--- src/rtl/core/prb_pkg.sv ---
package prb_pkg;

	typedef enum logic [2:0] {
		CMD_INSERT = 3'd0,
		CMD_RMATCH = 3'd1,
		CMD_RINDEX = 3'd2,
		CMD_BEST   = 3'd3,
		CMD_OLDEST = 3'd4,
		CMD_LOWEST = 3'd5
	} cmd_e;

	typedef enum logic [1:0] {
		S_IDLE,
		S_SCAN,
		S_DRAIN,
		S_DONE
	} state_e;

	localparam logic [1:0] STAT_OK   = 2'd0;
	localparam logic [1:0] STAT_FULL = 2'd1;
	localparam logic [1:0] STAT_NONE = 2'd2;

	localparam logic [2:0]  NO_CLASS = 3'd4;
	localparam logic [30:0] TIME_TOP = 31'h7FFF_FFFF;

	typedef struct packed {
		logic [15:0] id;
		logic [1:0]  pri;
		logic [30:0] tm;
		logic [15:0] addr;
	} rec_t;

	typedef struct packed {
		cmd_e        cmd;
		rec_t        rec;
		logic [2:0]  slot_index;
		logic [1:0]  cls;
	} req_t;

	typedef struct packed {
		logic       any;
		logic       found;
		logic [2:0] key_pri;
		rec_t       rec;
	} acc_t;

endpackage

--- src/rtl/core/prb_ram.sv ---
module prb_ram #(
	parameter int WIDTH = 8,
	parameter int DEPTH = 8,
	localparam int AW = (DEPTH > 1) ? $clog2(DEPTH) : 1
) (
	input  logic             clk,
	input  logic             we,
	input  logic [AW-1:0]    waddr,
	input  logic [WIDTH-1:0] wdata,
	input  logic [AW-1:0]    raddr,
	output logic [WIDTH-1:0] rdata
);

	logic [WIDTH-1:0] mem [DEPTH];

	always_ff @(posedge clk) begin
		if (we) begin
			mem[waddr] <= wdata;
		end
		rdata <= mem[raddr];
	end

endmodule

--- src/rtl/core/prb_eval.sv ---
module prb_eval import prb_pkg::*; #(
	parameter int IDX_W = 3
) (
	input  logic             clk,
	input  logic             arst_n,
	input  logic             start,
	input  logic             proc,
	input  logic [IDX_W-1:0] idx,
	input  logic             slot_valid,
	input  req_t             req,
	input  rec_t             data,
	output acc_t             acc,
	output logic [IDX_W-1:0] pick_idx
);

	logic             any_q;
	logic             found_q;
	logic [2:0]       key_pri_q;
	logic [30:0]      key_tm_q;
	rec_t             rec_q;
	logic [IDX_W-1:0] pick_q;

	logic idx_hit;
	logic take_pick;
	logic take_rec;
	logic take_pri;
	logic take_tm;

	assign idx_hit = (32'(idx) == 32'(req.slot_index));

	always_comb begin
		take_pick = 1'b0;
		take_rec  = 1'b0;
		take_pri  = 1'b0;
		take_tm   = 1'b0;
		if (proc) begin
			case (req.cmd)
				CMD_INSERT: begin
					take_pick = !found_q && !slot_valid;
				end
				CMD_RMATCH: begin
					take_pick = slot_valid && !found_q && data.tm == req.rec.tm
						&& data.addr == req.rec.addr;
				end
				CMD_RINDEX: begin
					take_pick = slot_valid && idx_hit;
					take_rec  = take_pick;
				end
				CMD_BEST: begin
					take_pri = slot_valid && ({1'b0, data.pri} < key_pri_q);
				end
				CMD_OLDEST: begin
					take_rec = slot_valid && data.pri == req.cls && data.tm <= key_tm_q;
					take_tm  = take_rec;
				end
				CMD_LOWEST: begin
					take_rec = slot_valid && (!found_q || {1'b0, data.pri} >= key_pri_q);
					take_pri = take_rec;
				end
				default: begin
				end
			endcase
		end
	end

	always_ff @(posedge clk or negedge arst_n) begin
		if (!arst_n) begin
			any_q   <= 1'b0;
			found_q <= 1'b0;
		end else if (start) begin
			any_q   <= 1'b0;
			found_q <= 1'b0;
		end else if (proc) begin
			any_q   <= any_q | slot_valid;
			found_q <= found_q | take_pick | take_rec;
		end
	end

	always_ff @(posedge clk) begin
		if (start) begin
			key_pri_q <= NO_CLASS;
			key_tm_q  <= TIME_TOP;
		end else begin
			if (take_pri) begin
				key_pri_q <= {1'b0, data.pri};
			end
			if (take_tm) begin
				key_tm_q <= data.tm;
			end
		end
		if (take_rec) begin
			rec_q <= data;
		end
		if (take_pick) begin
			pick_q <= idx;
		end
	end

	assign acc.any     = any_q;
	assign acc.found   = found_q;
	assign acc.key_pri = key_pri_q;
	assign acc.rec     = rec_q;
	assign pick_idx    = pick_q;

endmodule

--- src/rtl/core/priority_request_buffer.sv ---
// Each command passes through S_SCAN, S_DRAIN and S_DONE before its result is registered.
// Commands are taken only in S_IDLE and S_DONE, not during a scan; the slot RAM
// has one read port and the scan reads one slot per cycle.
// A new command is taken while an earlier result still waits at the output.
// Reset clears all slot valid bits and the control state; RAM contents are kept.
module priority_request_buffer import prb_pkg::*; #(
	parameter int SLOT_COUNT = 8
) (
	input  logic        clk,
	input  logic        arst_n,
	input  logic        cmd_valid,
	output logic        cmd_ready,
	input  logic [2:0]  cmd,
	input  logic [15:0] req_id,
	input  logic [1:0]  req_priority,
	input  logic [30:0] req_time,
	input  logic [15:0] req_address,
	input  logic [2:0]  slot_index,
	input  logic [1:0]  package_class,
	output logic        rsp_valid,
	input  logic        rsp_ready,
	output logic [1:0]  status,
	output logic        out_valid,
	output logic [15:0] out_id,
	output logic [2:0]  out_priority,
	output logic [30:0] out_time,
	output logic [15:0] out_address
);

	localparam int IDX_W = (SLOT_COUNT > 1) ? $clog2(SLOT_COUNT) : 1;
	localparam logic [IDX_W-1:0] LAST_IDX = IDX_W'(SLOT_COUNT - 1);

	state_e state_q, state_d;

	logic [IDX_W-1:0]      cnt_q;
	logic                  proc_s1;
	logic [IDX_W-1:0]      idx_s1;
	req_t                  req_q;
	logic [SLOT_COUNT-1:0] slot_valid_q;

	logic [$bits(rec_t)-1:0] ram_rdata;
	rec_t                    rd_data;
	acc_t                    acc;
	logic [IDX_W-1:0]        pick_idx;

	logic accept;
	logic load;
	logic wr_en;
	logic clr_en;

	logic [1:0] res_status;
	logic       res_hit;
	logic [2:0] res_pri;

	logic        rsp_valid_q;
	logic [1:0]  status_q;
	logic        out_valid_q;
	logic [15:0] out_id_q;
	logic [2:0]  out_pri_q;
	logic [30:0] out_time_q;
	logic [15:0] out_addr_q;

	assign accept = cmd_valid && cmd_ready;

	always_comb begin
		state_d    = state_q;
		load       = 1'b0;
		cmd_ready  = 1'b0;
		res_status = STAT_NONE;
		res_hit    = 1'b0;
		res_pri    = 3'd0;
		case (state_q)
			S_IDLE: begin
				cmd_ready = 1'b1;
				if (cmd_valid) begin
					state_d = S_SCAN;
				end
			end
			S_SCAN: begin
				if (cnt_q == LAST_IDX) begin
					state_d = S_DRAIN;
				end
			end
			S_DRAIN: begin
				state_d = S_DONE;
			end
			S_DONE: begin
				load      = !rsp_valid_q || rsp_ready;
				cmd_ready = load;
				if (load) begin
					state_d = cmd_valid ? S_SCAN : S_IDLE;
				end
			end
			default: begin
				state_d = S_IDLE;
			end
		endcase

		case (req_q.cmd)
			CMD_INSERT: begin
				res_status = acc.found ? STAT_OK : STAT_FULL;
			end
			CMD_RMATCH: begin
				if (!acc.any || acc.found) begin
					res_status = STAT_OK;
				end
			end
			CMD_BEST: begin
				if (acc.any) begin
					res_status = STAT_OK;
					res_pri    = acc.key_pri;
				end
			end
			CMD_RINDEX, CMD_OLDEST, CMD_LOWEST: begin
				if (acc.found) begin
					res_status = STAT_OK;
					res_hit    = 1'b1;
				end
			end
			default: begin
			end
		endcase
	end

	assign wr_en  = load && req_q.cmd == CMD_INSERT && acc.found;
	assign clr_en = load && acc.found && (req_q.cmd == CMD_RMATCH || req_q.cmd == CMD_RINDEX);

	always_ff @(posedge clk or negedge arst_n) begin
		if (!arst_n) begin
			state_q      <= S_IDLE;
			cnt_q        <= '0;
			proc_s1      <= 1'b0;
			slot_valid_q <= '0;
			rsp_valid_q  <= 1'b0;
		end else begin
			state_q <= state_d;
			proc_s1 <= (state_q == S_SCAN);
			if (accept) begin
				cnt_q <= '0;
			end else if (state_q == S_SCAN) begin
				cnt_q <= cnt_q + 1'b1;
			end
			if (wr_en) begin
				slot_valid_q[pick_idx] <= 1'b1;
			end
			if (clr_en) begin
				slot_valid_q[pick_idx] <= 1'b0;
			end
			if (load) begin
				rsp_valid_q <= 1'b1;
			end else if (rsp_ready) begin
				rsp_valid_q <= 1'b0;
			end
		end
	end

	always_ff @(posedge clk) begin
		idx_s1 <= cnt_q;
		if (accept) begin
			req_q.cmd        <= cmd_e'(cmd);
			req_q.rec.id     <= req_id;
			req_q.rec.pri    <= req_priority;
			req_q.rec.tm     <= req_time;
			req_q.rec.addr   <= req_address;
			req_q.slot_index <= slot_index;
			req_q.cls        <= package_class;
		end
		if (load) begin
			status_q    <= res_status;
			out_valid_q <= res_hit;
			out_id_q    <= res_hit ? acc.rec.id : 16'd0;
			out_pri_q   <= res_hit ? {1'b0, acc.rec.pri} : res_pri;
			out_time_q  <= res_hit ? acc.rec.tm : 31'd0;
			out_addr_q  <= res_hit ? acc.rec.addr : 16'd0;
		end
	end

	prb_ram #(
		.WIDTH($bits(rec_t)),
		.DEPTH(SLOT_COUNT)
	) u_ram (
		.clk   (clk),
		.we    (wr_en),
		.waddr (pick_idx),
		.wdata (req_q.rec),
		.raddr (cnt_q),
		.rdata (ram_rdata)
	);

	assign rd_data = rec_t'(ram_rdata);

	prb_eval #(
		.IDX_W(IDX_W)
	) u_eval (
		.clk        (clk),
		.arst_n     (arst_n),
		.start      (accept),
		.proc       (proc_s1),
		.idx        (idx_s1),
		.slot_valid (slot_valid_q[idx_s1]),
		.req        (req_q),
		.data       (rd_data),
		.acc        (acc),
		.pick_idx   (pick_idx)
	);

	assign rsp_valid    = rsp_valid_q;
	assign status       = status_q;
	assign out_valid    = out_valid_q;
	assign out_id       = out_id_q;
	assign out_priority = out_pri_q;
	assign out_time     = out_time_q;
	assign out_address  = out_addr_q;

endmodule

--- config.mk ---
export PLATFORM = sky130hd
export DESIGN_NAME = priority_request_buffer
export DESIGN_NICKNAME = d
export VERILOG_FILES = /design/src/rtl/core/prb_pkg.sv /design/src/rtl/core/prb_ram.sv /design/src/rtl/core/prb_eval.sv /design/src/rtl/core/priority_request_buffer.sv
export SDC_FILE = /design/constraint.sdc
export NUM_CORES = 1
export LEC_CHECK = 0
export BUFFER_PORTS_ARGS = -buffer_cell sky130_fd_sc_hd__buf_2
export CORE_MARGIN = 2
export CORE_UTILIZATION = 61
export DETAILED_ROUTE_END_ITERATION = 8
export GPL_ROUTABILITY_DRIVEN = 0
export PLACE_DENSITY = 0.88
export RECOVER_POWER = 100
export SYNTH_ARGS = -nofsm -noshare
export SYNTH_HDL_FRONTEND = slang
export SYNTH_HIERARCHICAL = 1
export SYNTH_SLANG_ARGS = --single-unit
--- constraint.sdc ---
create_clock -name clk -period 9.8 [get_ports clk]
set_input_delay 0.98 -clock clk [delete_from_list [all_inputs] [get_ports clk]]
set_output_delay 0.98 -clock clk [all_outputs]
set_load 0.02 [all_outputs]
==> flow_summary.json <==
{
  "cts-root-buf": "sky130_fd_sc_hd__clkbuf_16",
  "post-route-period-util": 0.645,
  "placed_cells": 2360,
  "yosysWarningCount": 6,
  "power_density_mw_per_mm2": 285,
  "data_required_time_at_the_worst_endpoint_ns": 9.95,
  "yosys_most_used_dff": "sky130_fd_sc_hd__edfxtp_1",
  "boundaryPins": 148,
  "area_added_between_synthesis_and_finish_pct": 12.4,
  "worst_path_arrival_ns": 6.47,
  "largest_net_degree_at_the_start_of_global_routing": 96,
  "count_of_final_hold_check_violations": 0,
  "numPortBuffers": 147,
  "dp.final_hpwl_mm": 35.6,
  "ys_seq_area_frac": 0.771,
  "peakVddDrop_uv": 223,
  "synth.area.top_cells": "sky130_fd_sc_hd__edfxtp_1 69%, sky130_fd_sc_hd__mux4_2 9.4%, sky130_fd_sc_hd__dfxtp_1 6.5%, sky130_fd_sc_hd__mux2_2 2.3%, sky130_fd_sc_hd__ha_1 1.5%",
  "final_common_cell": "sky130_fd_sc_hd__edfxtp_1",
  "clk-insertion-delay-late_ns": 0.63,
  "crit_path_end_kind": "flip-flop",
  "cp_startpoint_kind": "flip-flop",
  "cts_tree": "built",
  "clk_pin_slew_worst_setup_hold_paths_ns": 0.06,
  "violations": "max-capacitance violations, max-slew violations",
  "synth_async_sr_flop_share": 0.0200,
  "syn-instance-count": 1576,
  "timing.slew.headroom": -2.34,
  "post_cts_buffers": 0,
  "first_global_vias": 16407,
  "max_freq_mhz": 158,
  "worstSetupPathType": "flip-flop to flip-flop",
  "max-cap-violations": 16,
  "post_cts_hold_buffer_count": 0,
  "htree_num_levels": 3,
  "p_leak_nw": 12.2,
  "report.final.slew_viol_count": 871,
  "initialDrtViolationCount": 1692,
  "min_period_ns": 6.32,
  "share_of_synthesized_cell_area_in_full_adder_half_adder_and_majority_cells": 0.0150,
  "final_cell_mix": "730 x sky130_fd_sc_hd__edfxtp_1, 132 x sky130_fd_sc_hd__mux4_2, 117 x sky130_fd_sc_hd__clkbuf_1",
  "post_layout_nonfiller_instances": 2509,
  "synthMuxAreaShare": 0.129,
  "grt_antenna_before_repair": 1,
  "initial_utilization": 0.617,
  "yosys.area.top_type_share": 0.693,
  "synth_simple_gate_area_frac": 0.0391,
  "wl_mm": 68.6,
  "die_w_um": 232,
  "die_height_um": 232,
  "placementRows": 83,
  "dieArea_sq_mm": 0.0537,
  "vias": 15572,
  "routed_via_density": 6.21,
  "synth-edff-count": 730,
  "cts_made_buffers": 80,
  "post_synth_xor_area_fraction": 0.0130,
  "postSynthAreaPerCell_sq_um": 20.1,
  "grt_setup_unrepaired": "no",
  "crit_path_max_fanout": 50,
  "post_route_cells_drive_above_1_share": 0.211,
  "synth.cell_area_sq_mm": 0.0316,
  "skew_ns": 0.0236,
  "outcome": "complete, but fails checks",
  "num_antenna_cells": 0,
  "netlist-cell-type-count": 58,
  "design.final.nets": 1877,
  "p_total_mw": 10.1,
  "synth_compound_area_frac": 0.0141,
  "global_route.usage.total": 0.263,
  "postSynthRegisterBits": 849,
  "post_drt_wl_per_cell_um": 27.3,
  "core_region_area_sq_mm": 0.0513,
  "synth_top_family_by_area": "multiplexers",
  "postRouteAntennaNets": 0,
  "timing.hold.worst.class": "flip-flop to flip-flop",
  "grt.overflow.total": 0,
  "cts_num_sinks": 849,
  "post_cts_resize_count": 0,
  "netlist.top_cell.by_area": "sky130_fd_sc_hd__edfxtp_1",
  "count_of_unresolved_drc_violations_after_routing": 0,
  "drt_first_pass_iters": 7,
  "cts-root-to-sink-buffers": 3,
  "tns_ns": 0,
  "actual_slew_at_the_worst_max_slew_pin_ns": 5.01,
  "grt_first_pass_wirelength_mm": 102,
  "setup-violations-final": 0,
  "synth.net_count": 1691
}
power by group:
group          internal, mW  leakage (nW)  total, mW  switching, mW
logic                 0.873          3.17       1.83          0.958
clock network          1.94          1.36       3.25           1.31
registers              4.51          7.68       5.05          0.536
total                  7.33          12.2       10.1           2.80
path summary, 6_finish.rpt:
kind,endpoint,depth (start not counted),slack (ns),start
max in group asynchronous,state_q[1]$_DFFE_PN0P_,1,8.66,arst_n
setup / recovery,u_ram/mem[3][54]$_DFFE_PP_,6,3.48,state_q[0]$_DFFE_PN0P_
setup reg to reg,u_ram/mem[3][54]$_DFFE_PP_,6,3.48,state_q[0]$_DFFE_PN0P_
hold / removal,u_eval/acc[52]$_DFFE_PP_,0,0.41,u_ram/rdata[52]$_DFF_P_
min in group asynchronous,cnt_q[0]$_DFFE_PN0P_,1,0.51,arst_n
hold reg to reg,u_eval/acc[52]$_DFFE_PP_,0,0.41,u_ram/rdata[52]$_DFF_P_
kinds of logic after synthesis:
group	count (synthesis)
AOI/OAI and AO/OA	72
xor gates and xnor gates	47
adders and majority gates	38
buffers and inverters	107
DFF	849
muxes	234
and+or+nand+nor	229
registers in the layout, indices dropped and copies added (netlist names):
name / flops
u_eval/key_tm_q: 31
out_valid: 1
u_ram/rdata: 65
out_priority: 3
u_eval/pick_idx: 3
out_time: 31
rsp_valid: 1
u_eval/found_q: 1
state_q: 2
u_eval/acc: 65
req_q: 73
out_id: 16
proc_s1: 1
cnt_q: 3
slot_valid_q: 8
u_eval/key_pri_q: 3
status: 2
u_ram/mem: 520
u_eval/any_q: 1
idx_s1: 3
out_address: 16
synth_stat cells (10+ instances only):
cell type / number
sky130_fd_sc_hd__edfxtp_1: 730
sky130_fd_sc_hd__mux4_2: 132
sky130_fd_sc_hd__dfxtp_1: 102
sky130_fd_sc_hd__nor2_1: 87
sky130_fd_sc_hd__mux2_2: 66
sky130_fd_sc_hd__and2_1: 65
sky130_fd_sc_hd__inv_1: 48
sky130_fd_sc_hd__ha_1: 38
sky130_fd_sc_hd__mux2i_1: 36
sky130_fd_sc_hd__a21oi_1: 32
sky130_fd_sc_hd__xor2_1: 26
sky130_fd_sc_hd__xnor2_1: 21
sky130_fd_sc_hd__buf_6: 18
sky130_fd_sc_hd__clkbuf_1: 18
sky130_fd_sc_hd__dfrtp_1: 17
sky130_fd_sc_hd__nand4_1: 14
sky130_fd_sc_hd__nor4_1: 11
sky130_fd_sc_hd__o21ai_0: 11
sky130_fd_sc_hd__buf_1: 10
sky130_fd_sc_hd__nand2_1: 10
metal layers:
| metal | share of wire | wire (um) | vias to the layer above | global-route usage |
|---|---|---|---|---|
| met5 | 0.00019 | 13 | - | 0 |
| met4 | 0.034 | 2350 | 2 | 0.102 |
| met3 | 0.080 | 5480 | 146 | 0.0478 |
| met1 | 0.37 | 25600 | 7993 | 0.343 |
| li1 | - | - | 6560 | - |
| met2 | 0.51 | 35100 | 871 | 0.444 |
layout make-up:
class | instances | area, sq um
sequential | 849 | 24400
fill | 3002 | 15700
inverter | 48 | 180
clock buffer | 110 | 2270
clock inverter | 39 | 497
multi-input combinational | 620 | 6660
timing repair buffer | 163 | 717
tap | 680 | 851
metrics by stage:
| stage | hold WS, ns | setup WS, ns | instance area (sq um) | util |
|---|---|---|---|---|
| after global routing | 0.417 | 3.18 | 35600 | 0.693 |
| after floorplan | 0.386 | 2.37 | 31600 | - |
| after CTS | 0.288 | 6.34 | 35800 | 0.698 |
| after detailed placement | 0.389 | 6.13 | 33000 | 0.644 |
| after global placement | 0.389 | 6.19 | 33000 | 0.644 |
| final | 0.409 | 3.48 | 35600 | 0.693 |
worst max-delay path, stage by stage, from the launching register on:
cell and delay [ns]:
sky130_fd_sc_hd__dfrtp_1 0.45, sky130_fd_sc_hd__ha_1 0.30, sky130_fd_sc_hd__nand3b_1 0.17, sky130_fd_sc_hd__nor4_1 0.38
sky130_fd_sc_hd__nand2b_1 0.29, sky130_fd_sc_hd__nor2_1 1.51, sky130_fd_sc_hd__clkbuf_1 2.71
(Power assumes the default switching activity.)
